[src/rtl/rcpm_pkg.sv]
// Shared constants, codes and types of the RC pulse command mapper.
package rcpm_pkg;

    localparam int FRAC_BITS = 14;

    localparam int US_W = 15;
    localparam int TPU_W = 2;
    localparam int OPC_W = 2;
    localparam int CMD_W = 17;
    localparam int CMP_W = 16;
    localparam int CFG_IDX_W = 3;
    localparam int CFG_DATA_W = 15;

    localparam int ESC_LIMIT = 8191;
    localparam int ONE = 1 << FRAC_BITS;
    localparam int THR = (ONE + 9) / 10;

    localparam int QUOT_W = FRAC_BITS + 2;
    localparam int DIV_W = US_W;
    localparam int DVD_W = DIV_W + QUOT_W;
    localparam int MAG_W = US_W;
    localparam int LV_W = (QUOT_W + 1 > CMD_W) ? QUOT_W + 1 : CMD_W;
    localparam int CL_W = FRAC_BITS + 2;
    localparam int TK_W = US_W + 1;
    localparam int SQ_W = TK_W + 1;
    localparam int PROD_W = SQ_W + CL_W;
    localparam int T_W = ((PROD_W > SQ_W + FRAC_BITS) ? PROD_W : SQ_W + FRAC_BITS) + 1;

    localparam int QUEUE_DEPTH = 4;
    localparam int QPTR_W = 2;
    localparam int QCNT_W = 3;

    localparam logic [OPC_W-1:0] OP_RAW = 2'd0;
    localparam logic [OPC_W-1:0] OP_ESC = 2'd1;
    localparam logic [OPC_W-1:0] OP_ACT = 2'd2;

    localparam logic [CFG_IDX_W-1:0] REG_PHYS_MIN = 3'd0;
    localparam logic [CFG_IDX_W-1:0] REG_PHYS_MAX = 3'd1;
    localparam logic [CFG_IDX_W-1:0] REG_MATRIX_MIN = 3'd2;
    localparam logic [CFG_IDX_W-1:0] REG_MATRIX_MAX = 3'd3;
    localparam logic [CFG_IDX_W-1:0] REG_TICKS_PER_US = 3'd4;
    localparam logic [CFG_IDX_W-1:0] REG_OUTPUT_ENABLE = 3'd5;

    typedef enum logic [1:0] {
        KIND_RAW,
        KIND_ESC,
        KIND_ACT
    } kind_t;

    typedef struct packed {
        logic [US_W-1:0]  phys_min_us;
        logic [US_W-1:0]  phys_max_us;
        logic [US_W-1:0]  matrix_min_us;
        logic [US_W-1:0]  matrix_max_us;
        logic [TPU_W-1:0] ticks_per_us;
        logic             output_enable;
    } cfg_t;

    typedef struct packed {
        kind_t                    kind;
        logic signed [CMD_W-1:0]  value;
        logic [DVD_W-1:0]         dividend;
        logic [DIV_W-1:0]         divisor;
        logic                     neg;
    } item_t;

    typedef struct packed {
        logic              full;
        logic              empty;
        logic [QCNT_W-1:0] count;
    } q_status_t;

endpackage

[src/rtl/rc_pulse_command_mapper.sv]
// Top level of the RC pulse command mapper: configuration registers and block wiring.
// An input transfer passes the input register, the queue, the divider, the l, m and a stages and the output register.
// Throughput is one transfer per cycle while no stall holds the flow, kept by the 16-stage pipelined divider.
// Commands that give no result leave the pipeline without an output transfer.
// Reset is asynchronous and active low: configuration returns to its defaults and the
// input register, queue and pipeline empty at once.
module rc_pulse_command_mapper (
    input  logic                                    clk,
    input  logic                                    rst_n,
    input  logic                                    in_valid,
    output logic                                    in_stall,
    input  logic [rcpm_pkg::OPC_W-1:0]              opcode,
    input  logic signed [rcpm_pkg::CMD_W-1:0]       command_value,
    output logic                                    out_valid,
    input  logic                                    out_stall,
    output logic [rcpm_pkg::CMP_W-1:0]              compare_value,
    input  logic                                    cfg_we,
    input  logic [rcpm_pkg::CFG_IDX_W-1:0]          cfg_index,
    input  logic [rcpm_pkg::CFG_DATA_W-1:0]         cfg_data
);

    logic [rcpm_pkg::US_W-1:0]   phys_min_reg;
    logic [rcpm_pkg::US_W-1:0]   phys_max_reg;
    logic [rcpm_pkg::US_W-1:0]   matrix_min_reg;
    logic [rcpm_pkg::US_W-1:0]   matrix_max_reg;
    logic [rcpm_pkg::TPU_W-1:0]  ticks_reg;
    logic                        enable_reg;

    rcpm_pkg::cfg_t              cfg;
    rcpm_pkg::q_status_t         q_status;
    rcpm_pkg::item_t             q_wr_item;
    rcpm_pkg::item_t             q_rd_item;
    logic                        q_push;
    logic                        q_pop;

    always_ff @(posedge clk or negedge rst_n)
    begin
        if (!rst_n)
        begin
            phys_min_reg <= rcpm_pkg::US_W'(1000);
            phys_max_reg <= rcpm_pkg::US_W'(2000);
            matrix_min_reg <= rcpm_pkg::US_W'(1000);
            matrix_max_reg <= rcpm_pkg::US_W'(2000);
            ticks_reg <= rcpm_pkg::TPU_W'(1);
            enable_reg <= 1'b0;
        end
        else if (cfg_we)
        begin
            unique case (cfg_index)
                rcpm_pkg::REG_PHYS_MIN:      phys_min_reg <= cfg_data[rcpm_pkg::US_W-1:0];
                rcpm_pkg::REG_PHYS_MAX:      phys_max_reg <= cfg_data[rcpm_pkg::US_W-1:0];
                rcpm_pkg::REG_MATRIX_MIN:    matrix_min_reg <= cfg_data[rcpm_pkg::US_W-1:0];
                rcpm_pkg::REG_MATRIX_MAX:    matrix_max_reg <= cfg_data[rcpm_pkg::US_W-1:0];
                rcpm_pkg::REG_TICKS_PER_US:  ticks_reg <= cfg_data[rcpm_pkg::TPU_W-1:0];
                rcpm_pkg::REG_OUTPUT_ENABLE: enable_reg <= cfg_data[0];
                default:
                begin
                end
            endcase
        end
    end

    always_comb
    begin
        cfg.phys_min_us = phys_min_reg;
        cfg.phys_max_us = phys_max_reg;
        cfg.matrix_min_us = matrix_min_reg;
        cfg.matrix_max_us = matrix_max_reg;
        cfg.ticks_per_us = ticks_reg;
        cfg.output_enable = enable_reg;
    end

    rcpm_front u_front (
        .clk           (clk),
        .rst_n         (rst_n),
        .in_valid      (in_valid),
        .in_stall      (in_stall),
        .opcode        (opcode),
        .command_value (command_value),
        .cfg           (cfg),
        .q_status      (q_status),
        .push          (q_push),
        .item          (q_wr_item)
    );

    rcpm_queue u_queue (
        .clk     (clk),
        .rst_n   (rst_n),
        .push    (q_push),
        .wr_item (q_wr_item),
        .pop     (q_pop),
        .rd_item (q_rd_item),
        .status  (q_status)
    );

    rcpm_back u_back (
        .clk           (clk),
        .rst_n         (rst_n),
        .head_valid    (!q_status.empty),
        .head          (q_rd_item),
        .pop           (q_pop),
        .cfg           (cfg),
        .out_valid     (out_valid),
        .out_stall     (out_stall),
        .compare_value (compare_value)
    );

    // The pipeline must not take an item from the queue while the output transfer is held.
    assert property (@(posedge clk) disable iff (!rst_n)
        (out_valid && out_stall) |-> !q_pop)
        else $error("queue popped while the output is stalled");

    assert property (@(posedge clk) disable iff (!rst_n)
        q_status.empty |-> !q_pop)
        else $error("queue popped while empty");

    assert property (@(posedge clk) disable iff (!rst_n)
        (q_push && !q_pop) |=> (q_status.count == $past(q_status.count) + 1))
        else $error("queue fill count did not follow a push");

endmodule

[src/rtl/rcpm_front.sv]
// Front end: input register, opcode classification and esc pulse preparation.
module rcpm_front (
    input  logic                                clk,
    input  logic                                rst_n,
    input  logic                                in_valid,
    output logic                                in_stall,
    input  logic [rcpm_pkg::OPC_W-1:0]          opcode,
    input  logic signed [rcpm_pkg::CMD_W-1:0]   command_value,
    input  rcpm_pkg::cfg_t                      cfg,
    input  rcpm_pkg::q_status_t                 q_status,
    output logic                                push,
    output rcpm_pkg::item_t                     item
);

    localparam logic signed [rcpm_pkg::CMD_W-1:0] LIM_P = rcpm_pkg::CMD_W'(rcpm_pkg::ESC_LIMIT);
    localparam logic signed [rcpm_pkg::CMD_W-1:0] LIM_N = -LIM_P;

    logic                               fr_valid_reg;
    logic [rcpm_pkg::OPC_W-1:0]         fr_opcode_reg;
    logic signed [rcpm_pkg::CMD_W-1:0]  fr_value_reg;
    logic                               advance;

    logic signed [rcpm_pkg::CMD_W-1:0]  pmin_s;
    logic signed [rcpm_pkg::CMD_W-1:0]  pmax_s;
    logic signed [rcpm_pkg::CMD_W-1:0]  v_lim;
    logic signed [rcpm_pkg::CMD_W-1:0]  v_hi;
    logic signed [rcpm_pkg::CMD_W-1:0]  v_clamp;
    logic signed [rcpm_pkg::US_W:0]     diff;
    logic [rcpm_pkg::US_W-2:0]          half;
    logic signed [rcpm_pkg::CMD_W-1:0]  mid_s;
    logic signed [rcpm_pkg::CMD_W-1:0]  delta;
    logic signed [rcpm_pkg::CMD_W-1:0]  delta_abs;
    logic [rcpm_pkg::MAG_W-1:0]         mag;
    logic                               keep;

    assign advance = !fr_valid_reg || !q_status.full;
    assign in_stall = fr_valid_reg && q_status.full;

    always_ff @(posedge clk or negedge rst_n)
    begin
        if (!rst_n)
        begin
            fr_valid_reg <= 1'b0;
        end
        else if (advance)
        begin
            fr_valid_reg <= in_valid;
        end
    end

    always_ff @(posedge clk)
    begin
        if (advance && in_valid)
        begin
            fr_opcode_reg <= opcode;
            fr_value_reg <= command_value;
        end
    end

    always_comb
    begin
        pmin_s = $signed(rcpm_pkg::CMD_W'(cfg.phys_min_us));
        pmax_s = $signed(rcpm_pkg::CMD_W'(cfg.phys_max_us));
        if (fr_value_reg > LIM_P)
        begin
            v_lim = LIM_P;
        end
        else if (fr_value_reg < LIM_N)
        begin
            v_lim = LIM_N;
        end
        else
        begin
            v_lim = fr_value_reg;
        end
        v_hi = (v_lim > pmax_s) ? pmax_s : v_lim;
        v_clamp = (v_hi < pmin_s) ? pmin_s : v_hi;
        diff = $signed({1'b0, cfg.phys_max_us}) - $signed({1'b0, cfg.phys_min_us});
        half = diff[rcpm_pkg::US_W-1:1];
        mid_s = pmin_s + $signed(rcpm_pkg::CMD_W'(half));
        delta = v_clamp - mid_s;
        delta_abs = delta[rcpm_pkg::CMD_W-1] ? -delta : delta;
        mag = delta_abs[rcpm_pkg::MAG_W-1:0];
    end

    always_comb
    begin
        item.value = fr_value_reg;
        item.dividend = '0;
        item.divisor = '0;
        item.neg = 1'b0;
        unique case (fr_opcode_reg)
            rcpm_pkg::OP_RAW:
            begin
                keep = 1'b1;
                item.kind = rcpm_pkg::KIND_RAW;
            end
            rcpm_pkg::OP_ESC:
            begin
                keep = (diff > 1);
                item.kind = rcpm_pkg::KIND_ESC;
                item.dividend = (rcpm_pkg::DVD_W'(mag) << (rcpm_pkg::FRAC_BITS + 1))
                              + rcpm_pkg::DVD_W'(half);
                item.divisor = {half, 1'b0};
                item.neg = delta[rcpm_pkg::CMD_W-1];
            end
            rcpm_pkg::OP_ACT:
            begin
                keep = 1'b1;
                item.kind = rcpm_pkg::KIND_ACT;
            end
            default:
            begin
                keep = 1'b0;
                item.kind = rcpm_pkg::KIND_RAW;
            end
        endcase
    end

    assign push = fr_valid_reg && !q_status.full && keep;

endmodule

[src/rtl/rcpm_queue.sv]
// Short queue that decouples the front end from the mapping pipeline.
module rcpm_queue (
    input  logic                 clk,
    input  logic                 rst_n,
    input  logic                 push,
    input  rcpm_pkg::item_t      wr_item,
    input  logic                 pop,
    output rcpm_pkg::item_t      rd_item,
    output rcpm_pkg::q_status_t  status
);

    rcpm_pkg::item_t                 entry_reg [rcpm_pkg::QUEUE_DEPTH];
    logic [rcpm_pkg::QPTR_W-1:0]     wr_ptr_reg;
    logic [rcpm_pkg::QPTR_W-1:0]     rd_ptr_reg;
    logic [rcpm_pkg::QCNT_W-1:0]     count_reg;

    always_ff @(posedge clk or negedge rst_n)
    begin
        if (!rst_n)
        begin
            wr_ptr_reg <= '0;
            rd_ptr_reg <= '0;
            count_reg <= '0;
        end
        else
        begin
            if (push)
            begin
                wr_ptr_reg <= wr_ptr_reg + rcpm_pkg::QPTR_W'(1);
            end
            if (pop)
            begin
                rd_ptr_reg <= rd_ptr_reg + rcpm_pkg::QPTR_W'(1);
            end
            priority if (push && !pop)
            begin
                count_reg <= count_reg + rcpm_pkg::QCNT_W'(1);
            end
            else if (pop && !push)
            begin
                count_reg <= count_reg - rcpm_pkg::QCNT_W'(1);
            end
            else
            begin
                count_reg <= count_reg;
            end
        end
    end

    always_ff @(posedge clk)
    begin
        if (push)
        begin
            entry_reg[wr_ptr_reg] <= wr_item;
        end
    end

    assign rd_item = entry_reg[rd_ptr_reg];
    assign status.full = (count_reg == rcpm_pkg::QCNT_W'(rcpm_pkg::QUEUE_DEPTH));
    assign status.empty = (count_reg == '0);
    assign status.count = count_reg;

endmodule

[src/rtl/rcpm_back.sv]
// Back end: pipelined divider, logical value mapping and output register.
module rcpm_back (
    input  logic                          clk,
    input  logic                          rst_n,
    input  logic                          head_valid,
    input  rcpm_pkg::item_t               head,
    output logic                          pop,
    input  rcpm_pkg::cfg_t                cfg,
    output logic                          out_valid,
    input  logic                          out_stall,
    output logic [rcpm_pkg::CMP_W-1:0]    compare_value
);

    typedef struct packed {
        rcpm_pkg::kind_t                     kind;
        logic signed [rcpm_pkg::CMD_W-1:0]   value;
        logic [rcpm_pkg::DVD_W-1:0]          rem;
        logic [rcpm_pkg::DIV_W-1:0]          divisor;
        logic [rcpm_pkg::QUOT_W-1:0]         quot;
        logic                                neg;
    } div_stage_t;

    localparam logic signed [rcpm_pkg::CL_W-1:0] ONE_S = rcpm_pkg::CL_W'(rcpm_pkg::ONE);

    function automatic div_stage_t div_step(div_stage_t s, int shift);
        logic [rcpm_pkg::DVD_W-1:0] trial;
        logic                       ge;
        div_stage_t                 r;
        trial = rcpm_pkg::DVD_W'(s.divisor) << shift;
        ge = (s.rem >= trial);
        r = s;
        if (ge)
        begin
            r.rem = s.rem - trial;
        end
        r.quot = {s.quot[rcpm_pkg::QUOT_W-2:0], ge};
        return r;
    endfunction

    logic                                advance;
    div_stage_t                          div_in;
    div_stage_t                          div_reg [rcpm_pkg::QUOT_W];
    logic [rcpm_pkg::QUOT_W-1:0]         div_valid_reg;
    div_stage_t                          last;

    logic signed [rcpm_pkg::SQ_W-1:0]    q_reg;
    logic signed [rcpm_pkg::SQ_W-1:0]    mid_reg;
    logic [rcpm_pkg::TK_W-1:0]           pmin_t_reg;
    logic [rcpm_pkg::TK_W-1:0]           pmax_t_reg;
    logic [rcpm_pkg::TK_W-1:0]           mn;
    logic [rcpm_pkg::TK_W-1:0]           mx;
    logic signed [rcpm_pkg::SQ_W-1:0]    diffm;
    logic signed [rcpm_pkg::SQ_W-1:0]    diffm_adj;
    logic signed [rcpm_pkg::SQ_W-1:0]    q_c;

    logic signed [rcpm_pkg::LV_W-1:0]    lv_full;
    logic signed [rcpm_pkg::CL_W-1:0]    lv_clamp;
    logic                                drop;

    logic                                l_valid_reg;
    logic                                l_raw_reg;
    logic [rcpm_pkg::CMP_W-1:0]          l_rawval_reg;
    logic signed [rcpm_pkg::CL_W-1:0]    l_lv_reg;

    logic                                m_valid_reg;
    logic                                m_raw_reg;
    logic [rcpm_pkg::CMP_W-1:0]          m_rawval_reg;
    logic signed [rcpm_pkg::PROD_W-1:0]  m_prod_reg;

    logic                                a_valid_reg;
    logic                                a_raw_reg;
    logic [rcpm_pkg::CMP_W-1:0]          a_rawval_reg;
    logic signed [rcpm_pkg::T_W-1:0]     a_t_reg;

    logic signed [rcpm_pkg::T_W-1:0]     t_shift;
    logic [rcpm_pkg::TK_W-1:0]           val_scaled;
    logic [rcpm_pkg::TK_W-1:0]           val_hi;
    logic [rcpm_pkg::TK_W-1:0]           val_fin;
    logic [rcpm_pkg::CMP_W-1:0]          out_cmp_next;

    logic                                out_valid_reg;
    logic [rcpm_pkg::CMP_W-1:0]          out_cmp_reg;

    assign advance = !out_valid_reg || !out_stall;
    assign pop = advance && head_valid;

    always_comb
    begin
        div_in.kind = head.kind;
        div_in.value = head.value;
        div_in.rem = head.dividend;
        div_in.divisor = head.divisor;
        div_in.quot = '0;
        div_in.neg = head.neg;
    end

    always_comb
    begin
        if (cfg.ticks_per_us[1])
        begin
            mn = {cfg.matrix_min_us, 1'b0};
            mx = {cfg.matrix_max_us, 1'b0};
        end
        else
        begin
            mn = {1'b0, cfg.matrix_min_us};
            mx = {1'b0, cfg.matrix_max_us};
        end
        diffm = $signed({1'b0, mx}) - $signed({1'b0, mn});
        diffm_adj = diffm + rcpm_pkg::SQ_W'(diffm[rcpm_pkg::SQ_W-1]);
        q_c = diffm_adj >>> 1;
    end

    always_ff @(posedge clk)
    begin
        q_reg <= q_c;
        mid_reg <= $signed({1'b0, mn}) + q_c;
        if (cfg.ticks_per_us[1])
        begin
            pmin_t_reg <= {cfg.phys_min_us, 1'b0};
            pmax_t_reg <= {cfg.phys_max_us, 1'b0};
        end
        else
        begin
            pmin_t_reg <= {1'b0, cfg.phys_min_us};
            pmax_t_reg <= {1'b0, cfg.phys_max_us};
        end
    end

    assign last = div_reg[rcpm_pkg::QUOT_W-1];

    always_comb
    begin
        unique case (last.kind)
            rcpm_pkg::KIND_ESC:
            begin
                lv_full = $signed(rcpm_pkg::LV_W'(last.quot));
                if (last.neg)
                begin
                    lv_full = -lv_full;
                end
            end
            rcpm_pkg::KIND_ACT:
            begin
                lv_full = rcpm_pkg::LV_W'($signed(last.value));
            end
            default:
            begin
                lv_full = '0;
            end
        endcase
        drop = (last.kind != rcpm_pkg::KIND_RAW)
            && (lv_full > -rcpm_pkg::THR) && (lv_full < rcpm_pkg::THR);
        if (lv_full > rcpm_pkg::ONE)
        begin
            lv_clamp = ONE_S;
        end
        else if (lv_full < -rcpm_pkg::ONE)
        begin
            lv_clamp = -ONE_S;
        end
        else
        begin
            lv_clamp = lv_full[rcpm_pkg::CL_W-1:0];
        end
    end

    always_comb
    begin
        t_shift = a_t_reg >>> rcpm_pkg::FRAC_BITS;
        val_scaled = a_t_reg[rcpm_pkg::T_W-1] ? '0 : t_shift[rcpm_pkg::TK_W-1:0];
        val_hi = (val_scaled > pmax_t_reg) ? pmax_t_reg : val_scaled;
        val_fin = (val_hi < pmin_t_reg) ? pmin_t_reg : val_hi;
        if (!cfg.output_enable)
        begin
            out_cmp_next = '0;
        end
        else if (a_raw_reg)
        begin
            out_cmp_next = a_rawval_reg;
        end
        else
        begin
            out_cmp_next = rcpm_pkg::CMP_W'(val_fin);
        end
    end

    always_ff @(posedge clk or negedge rst_n)
    begin
        if (!rst_n)
        begin
            div_valid_reg <= '0;
            l_valid_reg <= 1'b0;
            m_valid_reg <= 1'b0;
            a_valid_reg <= 1'b0;
            out_valid_reg <= 1'b0;
        end
        else if (advance)
        begin
            div_valid_reg <= {div_valid_reg[rcpm_pkg::QUOT_W-2:0], head_valid};
            l_valid_reg <= div_valid_reg[rcpm_pkg::QUOT_W-1] && !drop;
            m_valid_reg <= l_valid_reg;
            a_valid_reg <= m_valid_reg;
            out_valid_reg <= a_valid_reg;
        end
    end

    always_ff @(posedge clk)
    begin
        if (advance)
        begin
            div_reg[0] <= div_step(div_in, rcpm_pkg::QUOT_W - 1);
            for (int k = 1; k < rcpm_pkg::QUOT_W; k++)
            begin
                div_reg[k] <= div_step(div_reg[k-1], rcpm_pkg::QUOT_W - 1 - k);
            end
            l_raw_reg <= (last.kind == rcpm_pkg::KIND_RAW);
            l_rawval_reg <= last.value[rcpm_pkg::CMP_W-1:0];
            l_lv_reg <= lv_clamp;
            m_raw_reg <= l_raw_reg;
            m_rawval_reg <= l_rawval_reg;
            m_prod_reg <= q_reg * l_lv_reg;
            a_raw_reg <= m_raw_reg;
            a_rawval_reg <= m_rawval_reg;
            a_t_reg <= rcpm_pkg::T_W'(m_prod_reg)
                     + (rcpm_pkg::T_W'(mid_reg) <<< rcpm_pkg::FRAC_BITS);
            out_cmp_reg <= out_cmp_next;
        end
    end

    assign out_valid = out_valid_reg;
    assign compare_value = out_cmp_reg;

endmodule

[config.mk]
export PLATFORM = sky130hd
export DESIGN_NAME = rc_pulse_command_mapper
export DESIGN_NICKNAME = d
export VERILOG_FILES = /design/src/rtl/rcpm_pkg.sv /design/src/rtl/rc_pulse_command_mapper.sv /design/src/rtl/rcpm_front.sv /design/src/rtl/rcpm_queue.sv /design/src/rtl/rcpm_back.sv
export SDC_FILE = /design/constraint.sdc
export NUM_CORES = 2
export LEC_CHECK = 0
export ABC_AREA = 1
export ABC_CLOCK_PERIOD_IN_PS = 37600
export BUFFER_PORTS_ARGS = -buffer_cell sky130_fd_sc_hd__buf_2
export CORE_MARGIN = 2
export CORE_UTILIZATION = 59
export DETAILED_ROUTE_END_ITERATION = 6
export GPL_TIMING_DRIVEN = 0
export PLACE_DENSITY = 0.78
export REMOVE_ABC_BUFFERS = 1
export SLEW_MARGIN = 40
export SYNTH_ARGS = -nofsm -noshare
export SYNTH_HDL_FRONTEND = slang
export SYNTH_HIERARCHICAL = 1
export SYNTH_SLANG_ARGS = --single-unit
export TNS_END_PERCENT = 1
[constraint.sdc]
create_clock -name clk -period 37.6 [get_ports clk]
set_input_delay 5.64 -clock clk [delete_from_list [all_inputs] [get_ports clk]]
set_output_delay 5.64 -clock clk [all_outputs]
set_load 0.01 [all_outputs]
* Yosys cells after proc, flatten, opt, wreduce, memory -nomap -nowiden
Memory sizes are Yosys's and may differ from the RTL's. Index checks and enable logic that the tools add are counted. W data, S select, Z words.
Word-level totals: bits in registers 325, bits in writable memories 1576, input port bits 42, output and inout port bits 18, word-level logic and storage cells 197, memories kept 2
Memory list:
- u_back.div_reg | words 16, width 82, read ports 16, clocked after Yosys merged registers in 0, write ports 16, line rcpm_back.sv:42 | div_stage_t div_reg [rcpm_pkg::QUOT_W];
- u_queue.entry_reg | words 4, width 66, read ports 1, clocked after Yosys merged registers in 0, write ports 1, line rcpm_queue.sv:12 | rcpm_pkg::item_t entry_reg [rcpm_pkg::QUEUE_DEPTH];
Operators by class: $add $sub $neg 30, multipliers 1, order comparisons 27, equality and inequality tests 10, multiplexer cells 57, reductions and logical operators 34
Operator list (number):
- $mux W31 | 32
- $mux W16 | 7
- $mux W17 | 5
- $mux W47 | 1
- $mux W15 | 3
- $add A33 B31 Y34 | 1
- $pmux W17 S2 | 1
- $mul A16 B16 Y32 | 1
- $add A30 B14 Y31 | 1
- $ge A31 B15 Y1 | 1
- $ge A31 B16 Y1 | 1
- $ge A31 B17 Y1 | 1
- $ge A31 B18 Y1 | 1
- $ge A31 B19 Y1 | 1
- $ge A31 B20 Y1 | 1
- $ge A31 B21 Y1 | 1
- $ge A31 B22 Y1 | 1
- $ge A31 B23 Y1 | 1
- $ge A31 B24 Y1 | 1
- $ge A31 B25 Y1 | 1
- $ge A31 B26 Y1 | 1
- $ge A31 B27 Y1 | 1
- $ge A31 B28 Y1 | 1
- $ge A31 B29 Y1 | 1
- 56 further kinds | 92

* Logic depth before layout (Yosys ltp)
depth in word-level cells 12, mapped depth 51, gate-level depth less buffers 47

* Cells and area by module
Netlist, hierarchy kept.
By module, submodules not included:
- rcpm_back | instances 1, cells an instance 6710, area an instance 72474.5 um^2
- rcpm_queue | instances 1, cells an instance 818, area an instance 11134.4 um^2
- rcpm_front | instances 1, cells an instance 880, area an instance 5253.8 um^2
- rc_pulse_command_mapper | instances 1, cells an instance 286, area an instance 2602.5 um^2

* Least setup slack after synthesis
OpenSTA, ideal clock, no wires.
kind input to register, start in out_stall, end reg u_queue/count_reg[1] (netlist bit), arrival 42.913 ns, data required time 37.483 ns, setup slack -5.430 ns, stages on the path 10, buffers on the path 1, path through nand2_1 > clkbuf_1 > nand2_1 > inv_1 > inv_1 > ha_1 > inv_1 > fa_1 > nand2_1 > nand2_1
On the way: longest elaborated chain between the ends 6, elaborated cells between the ends (all ways) 8
Ends and longest elaborated chain:
- start, declared | line rc_pulse_command_mapper.sv:15 | input logic out_stall,
- $logic_not A1 Y1 * | line rcpm_back.sv:84 | assign advance = !out_valid_reg || !out_stall;
- $logic_or A1 B1 Y1 * | line rcpm_back.sv:84
- $logic_and A1 B1 Y1 * | line rcpm_back.sv:85 | assign pop = advance && head_valid;
- named net q_pop | line rc_pulse_command_mapper.sv:34 | logic q_pop;
- $logic_not A1 Y1 | line rcpm_queue.sv:35 | priority if (push && !pop)
- $logic_and A1 B1 Y1 | line rcpm_queue.sv:35
- $mux W3 / $reduce_bool A2 Y1 (equally long branches)
- end signal, assigned | line rcpm_queue.sv:37 | count_reg <= count_reg + rcpm_pkg::QCNT_W'(1);
- end signal, assigned | line rcpm_queue.sv:41 | count_reg <= count_reg - rcpm_pkg::QCNT_W'(1);
- end signal, assigned | line rcpm_queue.sv:45 | count_reg <= count_reg;
- end, declared | line rcpm_queue.sv:15 | logic [rcpm_pkg::QCNT_W-1:0] count_reg;
Mark *: on every way through the listed nets, which the timed path passes. The rest lies on a longest branch. A chain may end at the register's enable or synchronous reset.

==> metrics.md <==
| Metric | Value |
|---|---|
| IO buf count | 59 |
| Core area | 154000 µm² |
| RSZ-0062 raised after global routing | false |
| Clk sinks | 1702 |
| Fmax | 0.1122 GHz |
| Clock slew at reported path FFs | 0.06 ns |
| GR Overflow Total | 0 |
| Clk_skew | 0.05313 ns |
| Slew HR | 0.3907 |
| Ys Warns | 6 |
| Gr usage total | 0.2487 |
| Most frequent cells in the layout | nand2_1 (1805), edfxtp_1 (1547), inv_1 (1456) |
| Full die area | 158100 µm² |
| Buf/Inv on CP | 4 |
| CP startpoint kind | flop |
| DIE HEIGHT | 397.7 µm |
| Placement Setup Slack | 29.10 ns |
| # IOs | 60 |
| Die Wd | 397.7 µm |
| Top Family by Delay on Critical Path | simple AND/OR/NAND/NOR gates |
| RD Place Congestion | 0.9666 |
| Slowest stage cell on the critical path | nand3_2 |
| Post-CTS Repair Setup Buffers | 0 |
| Final setup violation count | 0 |
| Cell Area, Synth | 91430 µm² |
| Syn_area_per_cell | 10.52 µm² |
| DR WL/cell | 17.78 µm |
| Req. time, crit path | 38.18 ns |
| Max-Cap Viols | 0 |
| Met2 Usage GRT | 0.4396 |
| CP max FO | 31 |
| Antenna viol nets, final | 0 |
| Syn Inst Count | 8690 |
| Critical path arrival | 9.50 ns |
| M1 GR Usage | 0.3096 |
| CTS tree | yes |
| Row count | 144 |
| Hold-fix buffers at CTS | 0 |
| Critical path type | flop to flop |
| Worst min path class | flop to flop |
| Starting utilization of the core area | 0.5935 |
| Max H-tree Level | 4 |
| Layout fillers | 11360 |
| Cts repair resizes | 0 |
| R2r setup slk | 28.69 ns |
| Largest net degree at the start of global routing | 65 |
| Ratio of cells with drive above 1 in the final layout | 0.06565 |
| Failing checks | DRC |
| Number of remaining DRC errors | 1 |
| 1st-pass router iterations | 7 |
| Vias per cell | 5.475 |
| Max reg flops | 1146 |
| Root Buffer | clkbuf_16 |
| Part of the cycle the worst path needs | 0.2371 |
| Max Slew Vio Count | 0 |
| Vias in the first global route | 60480 |
| Clock latency at the later pin of the worst-skew pair | 0.81 ns |
| Antenna violations before repair | 1 |
| Crit-path most repeated cell | nand2_1 |
| CTS Buffer Depth | 3 |
| DR iter-0 viols | 4384 |
| Sequential cell area | 50050 µm² |
| Final hold vios | 0 |
| # nets final | 9563 |
| Num CTS Buffers | 170 |
| Synth-to-Final Area Change | 9.372% |
| DRT Wirelength | 194600 µm |
| Fin crit period | 8.915 ns |
| Multi-input gate area | 34550 µm² |
| Slowest stage delay, CP | 0.58 ns |
| Vias after detailed routing | 59910 |
| First-pass GRT wire length | 311700 µm |
| Hpwl dp | 140900 µm |
| Worst slew pin tran | 0.9056 ns |
| Crit end category | flop |
| Final worst slack | 28.69 ns |
| Met3 Resource Use GR | 0.03306 |
| Most common cell after layout, fill and taps aside | nand2_1 |
| Status | finished, violations left |
| Grt peak-use layer | met2 |
==> layout make-up <==
type,count,share of cell area
timing repair buffer,107,0.01288
antenna,2,0.00005005
multi-input combinational,5286,0.3455
clock inverter,121,0.01545
sequential,1702,0.5005
clock buffer,195,0.04401
inverter,1484,0.05598
tap,2044,0.02558
==> through the flow <==
step	setup TNS, ns	std cells	util	instance area, µm²	hold slack, ns
after global routing	0	10940	0.6491	99990	0.4179
after floorplan	-68.21	8472	-	90120	0.4003
after global placement	-8756.41	10580	0.6035	92970	0.4002
final	0	10940	0.6491	99990	0.3963
after CTS	0	10940	0.6490	99980	0.3962
after detailed placement	0	10620	0.6104	94040	0.4045
==> final timing paths <==
check | from | endpoint | cells past startpoint
setup / recovery | u_front/fr_value_reg[3] | u_queue/entry_reg[1][32] | 39
hold / removal | u_back/m_rawval_reg[10] | u_back/a_rawval_reg[10] | 0
setup reg to reg | u_front/fr_value_reg[3] | u_queue/entry_reg[1][32] | 39
hold reg to reg | u_back/m_rawval_reg[10] | u_back/a_rawval_reg[10] | 0
max in group asynchronous | rst_n | phys_min_reg[7] | 2
min in group asynchronous | rst_n | u_front/fr_valid_reg | 1
==> layer usage <==
metal | part of all wire | vias up
met5 | 0.000067 | -
met4 | 0.039 | 2
met3 | 0.049 | 456
met2 | 0.50 | 1721
met1 | 0.41 | 28740
li1 | - | 28990
Power is left out: the tool's default activity adds up to more than one toggle a clock period on the data nets, which glitch-free logic cannot reach.
